## src/design/pee_pkg.sv

```systemverilog
`default_nettype none

package pee_pkg;

  // ASCII codes of the expression alphabet
  localparam logic [7:0] SYM_ZERO  = 8'h30;
  localparam logic [7:0] SYM_NINE  = 8'h39;
  localparam logic [7:0] SYM_PLUS  = 8'h2B;
  localparam logic [7:0] SYM_MINUS = 8'h2D;
  localparam logic [7:0] SYM_TIMES = 8'h2A;
  localparam logic [7:0] SYM_DIV   = 8'h2F;
  localparam logic [7:0] SYM_SPACE = 8'h20;

  // Iterations of the shift-add multiply and restoring divide
  localparam int unsigned ALU_STEPS = 8;
  localparam int unsigned ALU_CNT_W = $clog2(ALU_STEPS + 1);

  typedef enum logic [2:0] {
    ST_RESULT  = 3'd0,
    ST_DRAIN   = 3'd1,
    ST_FULL    = 3'd2,
    ST_UNDER   = 3'd3,
    ST_DIVZERO = 3'd4,
    ST_UNKNOWN = 3'd5
  } status_t;

  typedef enum logic [1:0] {
    ALU_ADD,
    ALU_SUB,
    ALU_MUL,
    ALU_DIV
  } alu_op_t;

  typedef struct packed {
    logic       start;
    alu_op_t    op;
    logic [7:0] lhs;
    logic [7:0] rhs;
  } alu_req_t;

  typedef struct packed {
    logic       done;
    logic [7:0] result;
  } alu_rsp_t;

  typedef enum logic [3:0] {
    S_IDLE,
    S_DISPATCH,
    S_POP_A,
    S_POP_B,
    S_EXEC,
    S_EMIT,
    S_CHECK,
    S_DRAIN_RD,
    S_DRAIN_OUT
  } state_t;

endpackage

`default_nettype wire

```

## src/design/pee_in_if.sv

```systemverilog
`default_nettype none

interface pee_in_if;
  logic       valid;
  logic       ready;
  logic [7:0] symbol;
  logic       end_of_expression;

  modport source (output valid, output symbol, output end_of_expression, input ready);
  modport sink   (input valid, input symbol, input end_of_expression, output ready);
endinterface

`default_nettype wire

```

## src/design/pee_out_if.sv

```systemverilog
`default_nettype none

interface pee_out_if;
  logic              valid;
  logic              ready;
  logic signed [7:0] value;
  logic [2:0]        status;
  logic              last_of_run;

  modport source (output valid, output value, output status, output last_of_run, input ready);
  modport sink   (input valid, input value, input status, input last_of_run, output ready);
endinterface

`default_nettype wire

```

## src/design/pee_alu.sv

```systemverilog
`default_nettype none

module pee_alu (
  input  wire               clk,
  input  wire               rst_n,
  input  pee_pkg::alu_req_t req,
  output pee_pkg::alu_rsp_t rsp
);
  import pee_pkg::*;

  logic                 busy_r, busy_nxt;
  logic                 done_r, done_nxt;
  logic [7:0]           res_r, res_nxt;
  logic                 is_div_r, is_div_nxt;
  logic                 neg_r, neg_nxt;
  logic [ALU_CNT_W-1:0] cnt_r, cnt_nxt;
  logic [8:0]           acc_r, acc_nxt;
  logic [7:0]           x_r, x_nxt;
  logic [7:0]           y_r, y_nxt;
  logic [8:0]           shifted;

  // Control registers
  always_ff @(posedge clk) begin
    if (!rst_n) begin
      busy_r <= 1'b0;
      done_r <= 1'b0;
    end else begin
      busy_r <= busy_nxt;
      done_r <= done_nxt;
    end
  end

  // Datapath registers
  always_ff @(posedge clk) begin
    res_r    <= res_nxt;
    is_div_r <= is_div_nxt;
    neg_r    <= neg_nxt;
    cnt_r    <= cnt_nxt;
    acc_r    <= acc_nxt;
    x_r      <= x_nxt;
    y_r      <= y_nxt;
  end

  // Add and subtract register their result directly; multiply and divide load operands, then advance one bit per cycle
  always_comb begin
    busy_nxt   = busy_r;
    done_nxt   = 1'b0;
    res_nxt    = res_r;
    is_div_nxt = is_div_r;
    neg_nxt    = neg_r;
    cnt_nxt    = cnt_r;
    acc_nxt    = acc_r;
    x_nxt      = x_r;
    y_nxt      = y_r;
    shifted    = {acc_r[7:0], x_r[7]};

    if (req.start) begin
      case (req.op)
        ALU_ADD: begin
          res_nxt  = req.lhs + req.rhs;
          done_nxt = 1'b1;
        end
        ALU_SUB: begin
          res_nxt  = req.lhs - req.rhs;
          done_nxt = 1'b1;
        end
        ALU_MUL: begin
          busy_nxt   = 1'b1;
          is_div_nxt = 1'b0;
          cnt_nxt    = '0;
          acc_nxt    = '0;
          x_nxt      = req.rhs;
          y_nxt      = req.lhs;
        end
        ALU_DIV: begin
          busy_nxt   = 1'b1;
          is_div_nxt = 1'b1;
          cnt_nxt    = '0;
          acc_nxt    = '0;
          neg_nxt    = req.lhs[7] ^ req.rhs[7];
          // magnitudes; 128 fits as unsigned
          x_nxt      = req.lhs[7] ? 8'(-req.lhs) : req.lhs;
          y_nxt      = req.rhs[7] ? 8'(-req.rhs) : req.rhs;
        end
        default: begin
          done_nxt = 1'b0;
        end
      endcase
    end else if (busy_r) begin
      if (cnt_r == ALU_CNT_W'(ALU_STEPS)) begin
        // Finish: product low byte or signed quotient
        busy_nxt = 1'b0;
        done_nxt = 1'b1;
        if (is_div_r) begin
          res_nxt = neg_r ? 8'(-x_r) : x_r;
        end else begin
          res_nxt = acc_r[7:0];
        end
      end else begin
        cnt_nxt = cnt_r + ALU_CNT_W'(1);
        if (is_div_r) begin
          // Restoring divide step: remainder in acc, quotient shifts into x
          x_nxt = {x_r[6:0], 1'b0};
          if (shifted >= {1'b0, y_r}) begin
            acc_nxt  = shifted - {1'b0, y_r};
            x_nxt[0] = 1'b1;
          end else begin
            acc_nxt = shifted;
          end
        end else begin
          // Shift-add step, kept to eight bits
          if (x_r[0]) begin
            acc_nxt = {1'b0, acc_r[7:0] + y_r};
          end
          x_nxt = {1'b0, x_r[7:1]};
          y_nxt = {y_r[6:0], 1'b0};
        end
      end
    end
  end

  assign rsp.done   = done_r;
  assign rsp.result = res_r;

endmodule

`default_nettype wire

```

## src/design/pee_stack.sv

```systemverilog
`default_nettype none

module pee_stack #(
  parameter int unsigned DEPTH = 16,
  parameter int unsigned AW    = $clog2(DEPTH)
) (
  input  wire          clk,
  input  wire          rd_en,
  input  wire [AW-1:0] rd_addr,
  output logic [7:0]   rd_data,
  input  wire          wr_en,
  input  wire [AW-1:0] wr_addr,
  input  wire [7:0]    wr_data
);

  logic [7:0] mem [DEPTH];

  // Write port
  always_ff @(posedge clk) begin
    if (wr_en) begin
      mem[wr_addr] <= wr_data;
    end
  end

  // Registered read port; data holds until the next read
  always_ff @(posedge clk) begin
    if (rd_en) begin
      rd_data <= mem[rd_addr];
    end
  end

endmodule

`default_nettype wire

```

## src/design/postfix_expression_evaluator_unit.sv

```systemverilog
// Channel  Dir  Word                                       Handshake
// in_ch    in   symbol[7:0], end_of_expression             valid/ready
// out_ch   out  value[7:0] signed, status[2:0], last_of_run valid/ready
//
// One character at a time; in_ch.ready is high only while the sequencer idles.
// Digit: push; space: skip. + - * /: two stack pops, the ALU, the push and the
// output load; * and / run the eight iterations of the shared multiply/divide
// unit with its finish step. Full stack, underflow, unknown character and
// divide by zero each send a status word. A drain reads and sends each entry.
// Reset (rst_n low, synchronous) empties the stack count; entries are not cleared.
// A stalled out_ch holds the result register; the next character is taken
// while the last word of a run still waits there.
`default_nettype none

module postfix_expression_evaluator_unit #(
  parameter int unsigned STACK_DEPTH = 16
) (
  input wire        clk,
  input wire        rst_n,
  pee_in_if.sink    in_ch,
  pee_out_if.source out_ch
);
  import pee_pkg::*;

  localparam int unsigned AW = $clog2(STACK_DEPTH);
  localparam int unsigned CW = $clog2(STACK_DEPTH + 1);

  state_t          state_r, state_nxt;
  logic [CW-1:0]   count_r, count_nxt;
  logic [7:0]      sym_r, sym_nxt;
  logic            last_r, last_nxt;
  logic [7:0]      a_r, a_nxt;
  logic [7:0]      pend_val_r, pend_val_nxt;
  status_t         pend_st_r, pend_st_nxt;
  logic            out_valid_r, out_valid_nxt;
  logic [7:0]      out_value_r, out_value_nxt;
  status_t         out_status_r, out_status_nxt;
  logic            out_last_r, out_last_nxt;

  logic            slot_free;
  logic [CW-1:0]   count_dec;
  logic            is_digit, is_op, drain_more;
  alu_op_t         op_sel;
  alu_req_t        alu_req;
  alu_rsp_t        alu_rsp;
  logic            rd_en, wr_en;
  logic [AW-1:0]   rd_addr, wr_addr;
  logic [7:0]      rd_data, wr_data;

  pee_alu u_alu (
    .clk   (clk),
    .rst_n (rst_n),
    .req   (alu_req),
    .rsp   (alu_rsp)
  );

  pee_stack #(
    .DEPTH (STACK_DEPTH)
  ) u_stack (
    .clk     (clk),
    .rd_en   (rd_en),
    .rd_addr (rd_addr),
    .rd_data (rd_data),
    .wr_en   (wr_en),
    .wr_addr (wr_addr),
    .wr_data (wr_data)
  );

  // Control registers
  always_ff @(posedge clk) begin
    if (!rst_n) begin
      state_r     <= S_IDLE;
      count_r     <= '0;
      out_valid_r <= 1'b0;
    end else begin
      state_r     <= state_nxt;
      count_r     <= count_nxt;
      out_valid_r <= out_valid_nxt;
    end
  end

  // Payload registers
  always_ff @(posedge clk) begin
    sym_r        <= sym_nxt;
    last_r       <= last_nxt;
    a_r          <= a_nxt;
    pend_val_r   <= pend_val_nxt;
    pend_st_r    <= pend_st_nxt;
    out_value_r  <= out_value_nxt;
    out_status_r <= out_status_nxt;
    out_last_r   <= out_last_nxt;
  end

  assign slot_free  = !out_valid_r || out_ch.ready;
  assign count_dec  = count_r - CW'(1);
  assign is_digit   = sym_r inside {[SYM_ZERO:SYM_NINE]};
  assign is_op      = sym_r inside {SYM_PLUS, SYM_MINUS, SYM_TIMES, SYM_DIV};
  assign drain_more = last_r && (count_r != '0);

  // Map the operator character to an ALU operation
  always_comb begin
    case (sym_r)
      SYM_PLUS:  op_sel = ALU_ADD;
      SYM_MINUS: op_sel = ALU_SUB;
      SYM_TIMES: op_sel = ALU_MUL;
      SYM_DIV:   op_sel = ALU_DIV;
      default:   op_sel = ALU_ADD;
    endcase
  end

  // Sequencer: next state, stack accesses, ALU start and output loads
  always_comb begin
    state_nxt      = state_r;
    count_nxt      = count_r;
    sym_nxt        = sym_r;
    last_nxt       = last_r;
    a_nxt          = a_r;
    pend_val_nxt   = pend_val_r;
    pend_st_nxt    = pend_st_r;
    out_valid_nxt  = out_valid_r && !out_ch.ready;
    out_value_nxt  = out_value_r;
    out_status_nxt = out_status_r;
    out_last_nxt   = out_last_r;
    rd_en          = 1'b0;
    rd_addr        = count_dec[AW-1:0];
    wr_en          = 1'b0;
    wr_addr        = count_r[AW-1:0];
    wr_data        = '0;
    alu_req        = '{start: 1'b0, op: op_sel, lhs: rd_data, rhs: a_r};

    case (state_r)
      S_IDLE: begin
        if (in_ch.valid) begin
          sym_nxt   = in_ch.symbol;
          last_nxt  = in_ch.end_of_expression;
          state_nxt = S_DISPATCH;
        end
      end
      S_DISPATCH: begin
        if (is_digit) begin
          if (count_r == CW'(STACK_DEPTH)) begin
            pend_val_nxt = '0;
            pend_st_nxt  = ST_FULL;
            state_nxt    = S_EMIT;
          end else begin
            wr_en     = 1'b1;
            wr_data   = sym_r - SYM_ZERO;
            count_nxt = count_r + CW'(1);
            state_nxt = S_CHECK;
          end
        end else if (is_op) begin
          if (count_r < CW'(2)) begin
            // drop whatever operands there are
            count_nxt    = '0;
            pend_val_nxt = '0;
            pend_st_nxt  = ST_UNDER;
            state_nxt    = S_EMIT;
          end else begin
            rd_en     = 1'b1;
            count_nxt = count_dec;
            state_nxt = S_POP_A;
          end
        end else if (sym_r == SYM_SPACE) begin
          state_nxt = S_CHECK;
        end else begin
          pend_val_nxt = '0;
          pend_st_nxt  = ST_UNKNOWN;
          state_nxt    = S_EMIT;
        end
      end
      S_POP_A: begin
        a_nxt     = rd_data;
        rd_en     = 1'b1;
        count_nxt = count_dec;
        state_nxt = S_POP_B;
      end
      S_POP_B: begin
        if (op_sel == ALU_DIV && a_r == '0) begin
          wr_en        = 1'b1;
          wr_data      = '0;
          count_nxt    = count_r + CW'(1);
          pend_val_nxt = '0;
          pend_st_nxt  = ST_DIVZERO;
          state_nxt    = S_EMIT;
        end else begin
          alu_req.start = 1'b1;
          state_nxt     = S_EXEC;
        end
      end
      S_EXEC: begin
        if (alu_rsp.done) begin
          wr_en        = 1'b1;
          wr_data      = alu_rsp.result;
          count_nxt    = count_r + CW'(1);
          pend_val_nxt = alu_rsp.result;
          pend_st_nxt  = ST_RESULT;
          state_nxt    = S_EMIT;
        end
      end
      S_EMIT: begin
        if (slot_free) begin
          out_valid_nxt  = 1'b1;
          out_value_nxt  = pend_val_r;
          out_status_nxt = pend_st_r;
          out_last_nxt   = !drain_more;
          state_nxt      = drain_more ? S_DRAIN_RD : S_IDLE;
        end
      end
      S_CHECK: begin
        state_nxt = drain_more ? S_DRAIN_RD : S_IDLE;
      end
      S_DRAIN_RD: begin
        rd_en     = 1'b1;
        count_nxt = count_dec;
        state_nxt = S_DRAIN_OUT;
      end
      S_DRAIN_OUT: begin
        if (slot_free) begin
          out_valid_nxt  = 1'b1;
          out_value_nxt  = rd_data;
          out_status_nxt = ST_DRAIN;
          out_last_nxt   = (count_r == '0);
          state_nxt      = (count_r == '0) ? S_IDLE : S_DRAIN_RD;
        end
      end
      default: begin
        state_nxt = S_IDLE;
      end
    endcase
  end

  assign in_ch.ready        = (state_r == S_IDLE);
  assign out_ch.valid       = out_valid_r;
  assign out_ch.value       = out_value_r;
  assign out_ch.status      = out_status_r;
  assign out_ch.last_of_run = out_last_r;

  // Stack count never passes the depth
  a_count_bound: assert property (@(posedge clk) disable iff (!rst_n)
    count_r <= CW'(STACK_DEPTH))
    else $error("stack count beyond depth");

  // ALU answers only while the sequencer waits for it
  a_alu_done_exec: assert property (@(posedge clk) disable iff (!rst_n)
    alu_rsp.done |-> state_r == S_EXEC)
    else $error("ALU result outside execute state");

  // An accepted character goes straight to decode
  a_accept_dispatch: assert property (@(posedge clk) disable iff (!rst_n)
    (in_ch.valid && in_ch.ready) |=> state_r == S_DISPATCH)
    else $error("accepted character not dispatched");

  // A drained word leaves the stack one entry smaller
  a_drain_pop: assert property (@(posedge clk) disable iff (!rst_n)
    state_r == S_DRAIN_RD |=> count_r == $past(count_r) - CW'(1))
    else $error("drain read did not pop");

endmodule

`default_nettype wire

```

## src/flat_wrapper.sv

```systemverilog
// flat-port wrapper written by rule: the top's interface ports become plain ports
module postfix_expression_evaluator_unit_flat import pee_pkg::*;
#(
  parameter int unsigned STACK_DEPTH = 16
)
  (clk, rst_n, in_ch_valid, in_ch_symbol, in_ch_end_of_expression, in_ch_ready, out_ch_valid, out_ch_value, out_ch_status, out_ch_last_of_run, out_ch_ready);
  pee_in_if in_ch_i ();
  pee_out_if out_ch_i ();
  input wire clk;
  input wire rst_n;
  input wire logic [$bits(in_ch_i.valid)-1:0] in_ch_valid;
  input wire logic [$bits(in_ch_i.symbol)-1:0] in_ch_symbol;
  input wire logic [$bits(in_ch_i.end_of_expression)-1:0] in_ch_end_of_expression;
  output wire logic [$bits(in_ch_i.ready)-1:0] in_ch_ready;
  output wire logic [$bits(out_ch_i.valid)-1:0] out_ch_valid;
  output wire logic [$bits(out_ch_i.value)-1:0] out_ch_value;
  output wire logic [$bits(out_ch_i.status)-1:0] out_ch_status;
  output wire logic [$bits(out_ch_i.last_of_run)-1:0] out_ch_last_of_run;
  input wire logic [$bits(out_ch_i.ready)-1:0] out_ch_ready;
  assign in_ch_i.valid = in_ch_valid;
  assign in_ch_i.symbol = in_ch_symbol;
  assign in_ch_i.end_of_expression = in_ch_end_of_expression;
  assign in_ch_ready = in_ch_i.ready;
  assign out_ch_valid = out_ch_i.valid;
  assign out_ch_value = out_ch_i.value;
  assign out_ch_status = out_ch_i.status;
  assign out_ch_last_of_run = out_ch_i.last_of_run;
  assign out_ch_i.ready = out_ch_ready;
  postfix_expression_evaluator_unit #(.STACK_DEPTH(STACK_DEPTH)) u_core (.clk(clk), .rst_n(rst_n), .in_ch(in_ch_i), .out_ch(out_ch_i));
endmodule
```

## config.mk

```make
export PLATFORM = sky130hd
export DESIGN_NAME = postfix_expression_evaluator_unit_flat
export DESIGN_NICKNAME = d
export VERILOG_FILES = /design/src/design/pee_pkg.sv /design/src/design/pee_in_if.sv /design/src/design/pee_out_if.sv /design/src/design/pee_alu.sv /design/src/design/pee_stack.sv /design/src/design/postfix_expression_evaluator_unit.sv /design/src/flat_wrapper.sv
export SDC_FILE = /design/constraint.sdc
export NUM_CORES = 1
export LEC_CHECK = 0
export ABC_AREA = 1
export ABC_CLOCK_PERIOD_IN_PS = 6150
export BUFFER_PORTS_ARGS = -buffer_cell sky130_fd_sc_hd__buf_2
export CAP_MARGIN = 40
export CELL_PAD_IN_SITES_DETAIL_PLACEMENT = 0
export CELL_PAD_IN_SITES_GLOBAL_PLACEMENT = 1
export CORE_ASPECT_RATIO = 1.5
export CORE_MARGIN = 2
export CORE_UTILIZATION = 44
export CTS_BUF_LIST = sky130_fd_sc_hd__clkbuf_8
export CTS_CLUSTER_DIAMETER = 50
export DETAILED_ROUTE_END_ITERATION = 16
export PLACE_DENSITY = 0.77
export SLEW_MARGIN = 0
export SYNTH_ARGS = -nofsm -noshare
export SYNTH_HDL_FRONTEND = slang
export SYNTH_SLANG_ARGS = --single-unit
export TNS_END_PERCENT = 1
```

## constraint.sdc

```tcl
create_clock -name clk -period 6.15 [get_ports clk]
set_clock_uncertainty 0.15 [all_clocks]
set_input_delay 0.615 -clock clk [delete_from_list [all_inputs] [get_ports clk]]
set_output_delay 0.615 -clock clk [all_outputs]
set_load 0.1 [all_outputs]
```

==> results.toml, run 1 <==
[logic_synthesis]
avgSynthCellArea_um2 = 10.04
syn_nets = 1192
netlist.top_cell.by_area = "edfxtp_1"
synth_ff_type = "edfxtp_1"
yosys_warnings = 0
ys_types = 51
async_reset_ff_frac = 0
ys_seq_area_frac = 0.5817
synth-compound-area-share = 0.1269
synth_top_family_by_area = "simple AND/OR/NAND/NOR gates"
synth_top_area_frac = 0.5608
synth-xor-area-share = 0.02064
synth_fa_ha_area_frac = 0.04345
synth.area.top_cells = "edfxtp_1 (56%), nor2_1 (5.8%), nand2_1 (5.3%), o21ai_0 (4.5%), ha_1 (3.8%)"
yosys_register_bits = 226
yosys-mux-area-fraction = 0.008735
synthCells = 1141
mappedNetlistArea_mm2 = 0.01146
yosys.area_share.simple = 0.1649
synth_edf_count = 214

[timing]
finalSetupTns_ns = 0
max_freq_ghz = 0.2810
max_slew_margin = 0.3866
period_needed_ns = 3.559
setup_viol = 0
hold_violations = 0
final_max_slew_viol_count = 0
rsz0062_at_grt = "no"
worst_slack_ns = 2.591
hold_slack_ns = 0.09670
fin_crit_sh = 0.5786
tightest_slew_ns = 0.9201

[worst_setup_path]
crit_required_ns = 6.14
worstSetupPathType = "flip-flop to flip-flop"
path_max_fanout = 36
start_kind = "flip-flop"
critical-path-top-delay-family = "simple AND/OR/NAND/NOR gates"
slowest_stage = "a31oi_1"
cp.buffers_inverters = 3
cp.arrival_ns = 3.55
endpoint_kind = "flip-flop"
crit_chain = "inv_1 > ha_1 > nand2_1 > inv_2 > nand2_4 > nor2_8 > nand2_4 > nand2_4 > inv_4 > nand2_1 > nand2_1 > a31oi_1"
critPathMaxStageDelay_ns = 0.71

[cts]
cts-buffers-inserted = 35
cts.sinks = 226
clkLatencyLatePin_ns = 0.55
htree_levels = 2
post_cts_buffers = 0
cts_tree = "done"
clk_pin_slew_ns = 0.06
cts-root-buf = "clkbuf_8"
cts_hold_buffers = 0
clk_path_buf_depth = 3
cts.repair.resized = 0

[detailed_routing]
initialDrtViolationCount = 610
vias = 8306
wl_per_cell_um = 19.60
drtAntennaViolNets = 0
drt_first_pass_iters = 5
wl_mm = 30.04
drc = 0
vias_per_cell = 5.418

[pwr]
design_power_total_mw = 4.269
peakVddDrop_mv = 0.2247
p_per_area_mw_per_mm2 = 336.6
p_leak_nw = 4.765

[placement]
hpwl_mm = 22.30
pre_cts_ws_ns = 2.623
place_area_mm2 = 0.01198
dp.cells = 1470
io_buffers = 26
gp_congestion = 0.8997

[floorplan]
boundaryPins = 27
dieHeight_um = 201.7
dieArea_mm2 = 0.02738
num_rows = 72
fp.dieW_um = 135.8
start_util = 0.4463
core_mm2 = 0.02567

[flow_run]
maxCapViolations = 0

[global_routing]
overflow = 0
grt_pass1_wl_mm = 46.00
first_global_vias = 8381
gr-usage-all-layers = 0.2233
grt_max_degree = 69
antenna_found_initial = 0

[layout]
drive_above_1_share = 0.1042
design_area_mm2 = 0.01268
layout.nets = 1225
antenna_cells = 0
utilization = 0.4940
area_growth_pct = 10.68
final_cells = 1533

[run_status]
status = "completed"

[hold_path]
min_path_type = "input pin to flip-flop"
[state kept, by name, indices dropped and copies added, names as in the netlist, 3 cells and up]
register and flops:
u_core.a_r 8, u_core.count_r 5, u_core.out_ch.status 3, u_core.out_ch.value 8, u_core.pend_st_r 3, u_core.pend_val_r 8
u_core.state_r 4, u_core.sym_r 8, u_core.u_alu.acc_r 8, u_core.u_alu.cnt_r 4, u_core.u_alu.res_r 8, u_core.u_alu.x_r 8
u_core.u_alu.y_r 8, u_core.u_stack.mem 128, u_core.u_stack.rd_data 8
[Yosys cell counts (4+ instances only)]
master,n
xor2_1,18
mux2i_1,10
nor3_1,10
o221ai_1,11
buf_1,4
nor2_1,177
o32ai_1,23
inv_1,110
nand3b_1,4
inv_2,5
dfxtp_1,12
o21ai_1,13
nor2_2,7
nand3_1,48
edfxtp_1,214
ha_1,35
clkbuf_1,26
o22ai_1,8
o21ai_0,103
nand4_1,10
o31ai_1,4
a31oi_1,7
a21oi_1,48
o211ai_1,12
nand2_1,162
xnor2_1,9
buf_2,13
[cells by family (layout without fill, tap and decap cells)]
group                    Yosys count  count (layout)
XOR/XNOR                          27              27
AND/OR/NAND/NOR                  437             437
AO/OA/AOI/OAI                    244             244
multiplexers                      10              10
flip-flops                       226             226
adder cells (fa/ha/maj)           38              38
buffers and inverters            159             218
[final cells by class]
cell class	instances	area (um^2)
Clock buffer	38	523.0
Clock inverter	25	183.9
Fill cell	2436	12990
Inverter	116	437.9
Multi-Input combinational cell	756	4204
Sequential cell	226	6668
Tap cell	333	416.7
Timing Repair Buffer	39	250.2
[worst paths after layout]
| path | end | slack, ns | from | depth (start not counted) |
|---|---|---|---|---|
| setup reg to reg | u_core.u_alu.acc_r[0] | 2.59 | u_core.sym_r[4] | 12 |
| hold reg to reg | u_core.u_alu.busy_r | 0.34 | u_core.u_alu.busy_r | 2 |
| hold / removal | u_core.sym_r[5] | 0.1 | in_ch_symbol[5] | 1 |
| setup / recovery | u_core.u_alu.acc_r[0] | 2.59 | u_core.sym_r[4] | 12 |
[report_power, final]
part / internal (mW) / switching, mW
clock network: 0.666 / 0.596
logic: 0.339 / 0.798
registers: 1.82 / 0.0514
[layer usage]
layer  vias up  global-route usage  wire length (um)
li1       4074                   -                 -
met1      3936              0.2265             10830
met2       195              0.4226             16250
met3       101             0.03149               998
met4         0              0.1332              1961
met5         -                   0                 0
[layout by cell type, fill, tap and decap left out, types with 3 or more instances in the layout]
cell type	count
o22ai_1	5
edfxtp_1	214
nor3_1	10
a21o_1	3
nand3_1	48
nand2_1	162
fa_1	3
mux2i_1	10
nand3b_1	4
o211ai_1	12
ha_1	35
a31oi_1	7
a21oi_1	48
xnor2_1	9
inv_1	114
o22ai_2	3
clkinv_1	7
buf_4	10
o21ai_1	13
o221ai_1	11
o32ai_1	23
clkbuf_8	38
o21ai_0	101
nand2_4	3
nor2_1	177
o31ai_1	4
clkinv_2	8
buf_2	26
dfxtp_1	11
buf_8	3
inv_2	5
nor2_2	7
nand4_1	10
xor2_1	18
Note: power is estimated with default switching activity, not from simulation.
==> run 2: changes to the inputs <==
Settings changed: ABC_CLOCK_PERIOD_IN_PS 6150 to 3000, PLACE_DENSITY 0.77 to 0.8.
Clock period 6.15 ns to 3 ns, I/O delays scaled along.
==> results.toml, run 2 (synthesis results as in run 1) <==
[global_routing]
grt_pass1_wl_mm = 45.64
overflow = 0
gr-usage-all-layers = 0.2223
antenna_found_initial = 0
first_global_vias = 8332
grt_max_degree = 68

[layout]
final_cells = 1576
design_area_mm2 = 0.01308
layout.nets = 1270
fill_cells = 2335
layout_commonest_cell = "edfxtp_1"
area_growth_pct = 14.10
largest-register = "u_core.u_stack.mem"
final_cell_mix = "edfxtp_1 (214), nor2_1 (177), nand2_1 (162), inv_1 (113), o21ai_0 (101)"
largest_reg_flops = 128
utilization = 0.5093
drive_above_1_share = 0.1239
antenna_cells = 0

[timing]
period_needed_ns = 2.764
max_freq_ghz = 0.3618
max_slew_margin = 0.4904
hold_slack_ns = 0.09613
fin_crit_sh = 0.9214
finalSetupTns_ns = 0
worst_slack_ns = 0.2357
tightest_slew_ns = 0.7616
rsz0062_at_grt = "no"
setup_viol = 0
final_max_slew_viol_count = 0
hold_violations = 0

[detailed_routing]
drtAntennaViolNets = 0
drt_first_pass_iters = 5
vias = 8459
initialDrtViolationCount = 470
drc = 0
wl_per_cell_um = 19.14
wl_mm = 30.16
vias_per_cell = 5.367

[cts]
clkLatencyLatePin_ns = 0.55
htree_levels = 2
clk_path_buf_depth = 3
cts-buffers-inserted = 34
cts_tree = "done"
clk_pin_slew_ns = 0.07
cts.sinks = 226
cts-root-buf = "clkbuf_8"

[pwr]
combPwrFrac = 0.272
clockPowerShare = 0.306
p_per_area_mw_per_mm2 = 695.3
power.switching_mw = 3.002
p_sw_frac = 0.3303
design_power_total_mw = 9.091
intPower_mw = 6.088
peakVddDrop_mv = 0.5004
seqPwrFrac = 0.422
p_leak_nw = 4.982

[worst_setup_path]
path_max_fanout = 10
critPathMaxStageDelay_ns = 0.44
crit_required_ns = 3.15
cp.buffers_inverters = 2
endpoint_kind = "flip-flop"
start_kind = "flip-flop"
slowest_stage = "edfxtp_1"
worstSetupPathType = "flip-flop to flip-flop"
crit_chain = "inv_1 > ha_1 > nand2_1 > inv_2 > nand3_2 > nor2_1 > a21oi_1 > fa_1 > nand3_1 > nand2_1 > a21o_1 > a21oi_1 > xnor2_1 > nand2_1 > nand2_1"
crit_path_frequent_cell = "nand2_1"
critical-path-top-delay-family = "simple AND/OR/NAND/NOR gates"
cp.arrival_ns = 2.91

[floorplan]
core_mm2 = 0.02567
num_rows = 72
dieArea_mm2 = 0.02738
start_util = 0.4463
dieHeight_um = 201.7
fp.dieW_um = 135.8
boundaryPins = 27

[placement]
place_area_mm2 = 0.01220
gp_congestion = 0.9417
dp.cells = 1505
io_buffers = 26
pre_cts_ws_ns = 0.1606
hpwl_mm = 22.08

[hold_path]
min_path_type = "input pin to flip-flop"

[run_status]
status = "completed"

[flow_run]
maxCapViolations = 0
-- run 2: power by group through the flow --
| stage | sequential, mW | combinational [mW] | clock (mW) |
|---|---|---|---|
| 4_1_cts | 3.83 | 2.48 | 2.85 |
| 3_5_place_dp | 3.90 | 2.47 | 0 |
| 5_1_grt | 3.85 | 2.71 | 2.96 |
| 2_1_floorplan | 3.97 | 1.64 | 0 |
| 3_3_place_gp | 3.90 | 2.45 | 0 |
| 6_report | 3.84 | 2.47 | 2.78 |
-- run 2: timing repair --
| action | CTS | global route |
|---|---|---|
| setup buffers | 0 | 0 |
| hold endpoints to repair | 16 | 0 |
| setup endpoints to repair | 0 | 3 |
| gates resized for setup | 0 | 4 |
| hold buffers | 11 | 0 |
-- run 2: final timing paths --
check	to	depth (start not counted)	from	slack, ns
worst max-delay path	u_core.u_alu.res_r[6]	15	u_core.sym_r[4]	0.24
worst min register to register	u_core.u_alu.busy_r	2	u_core.u_alu.busy_r	0.34
worst max register to register	u_core.u_alu.res_r[6]	15	u_core.sym_r[4]	0.24
worst min-delay path	u_core.state_r[1]	5	in_ch_valid	0.1
-- run 2: layer usage --
layer,up-vias,share of wire,track usage
met1,4012,0.37,0.2230
met3,93,0.027,0.03275
met4,0,0.062,0.1350
met5,-,0,0
li1,4171,-,-
met2,183,0.54,0.4212
-- run 2: tightest hold or removal path: stages --
cell,delay [ns]
buf_2,0.10
nor2_1,0.11
nor3_1,0.10
o21ai_0,0.08
nor2_1,0.04
-- run 2: area by class of cell --
class                      instances  area (um^2)  area share
clock buffer                      34        467.9     0.03579
clock inverter                    26        275.3     0.02105
timing repair buffer              85        613.1     0.04689
sequential                       226         6668      0.5100
tap                              333        416.7     0.03187
multi-input combinational        756         4197      0.3210
inverter                         116        437.9     0.03349
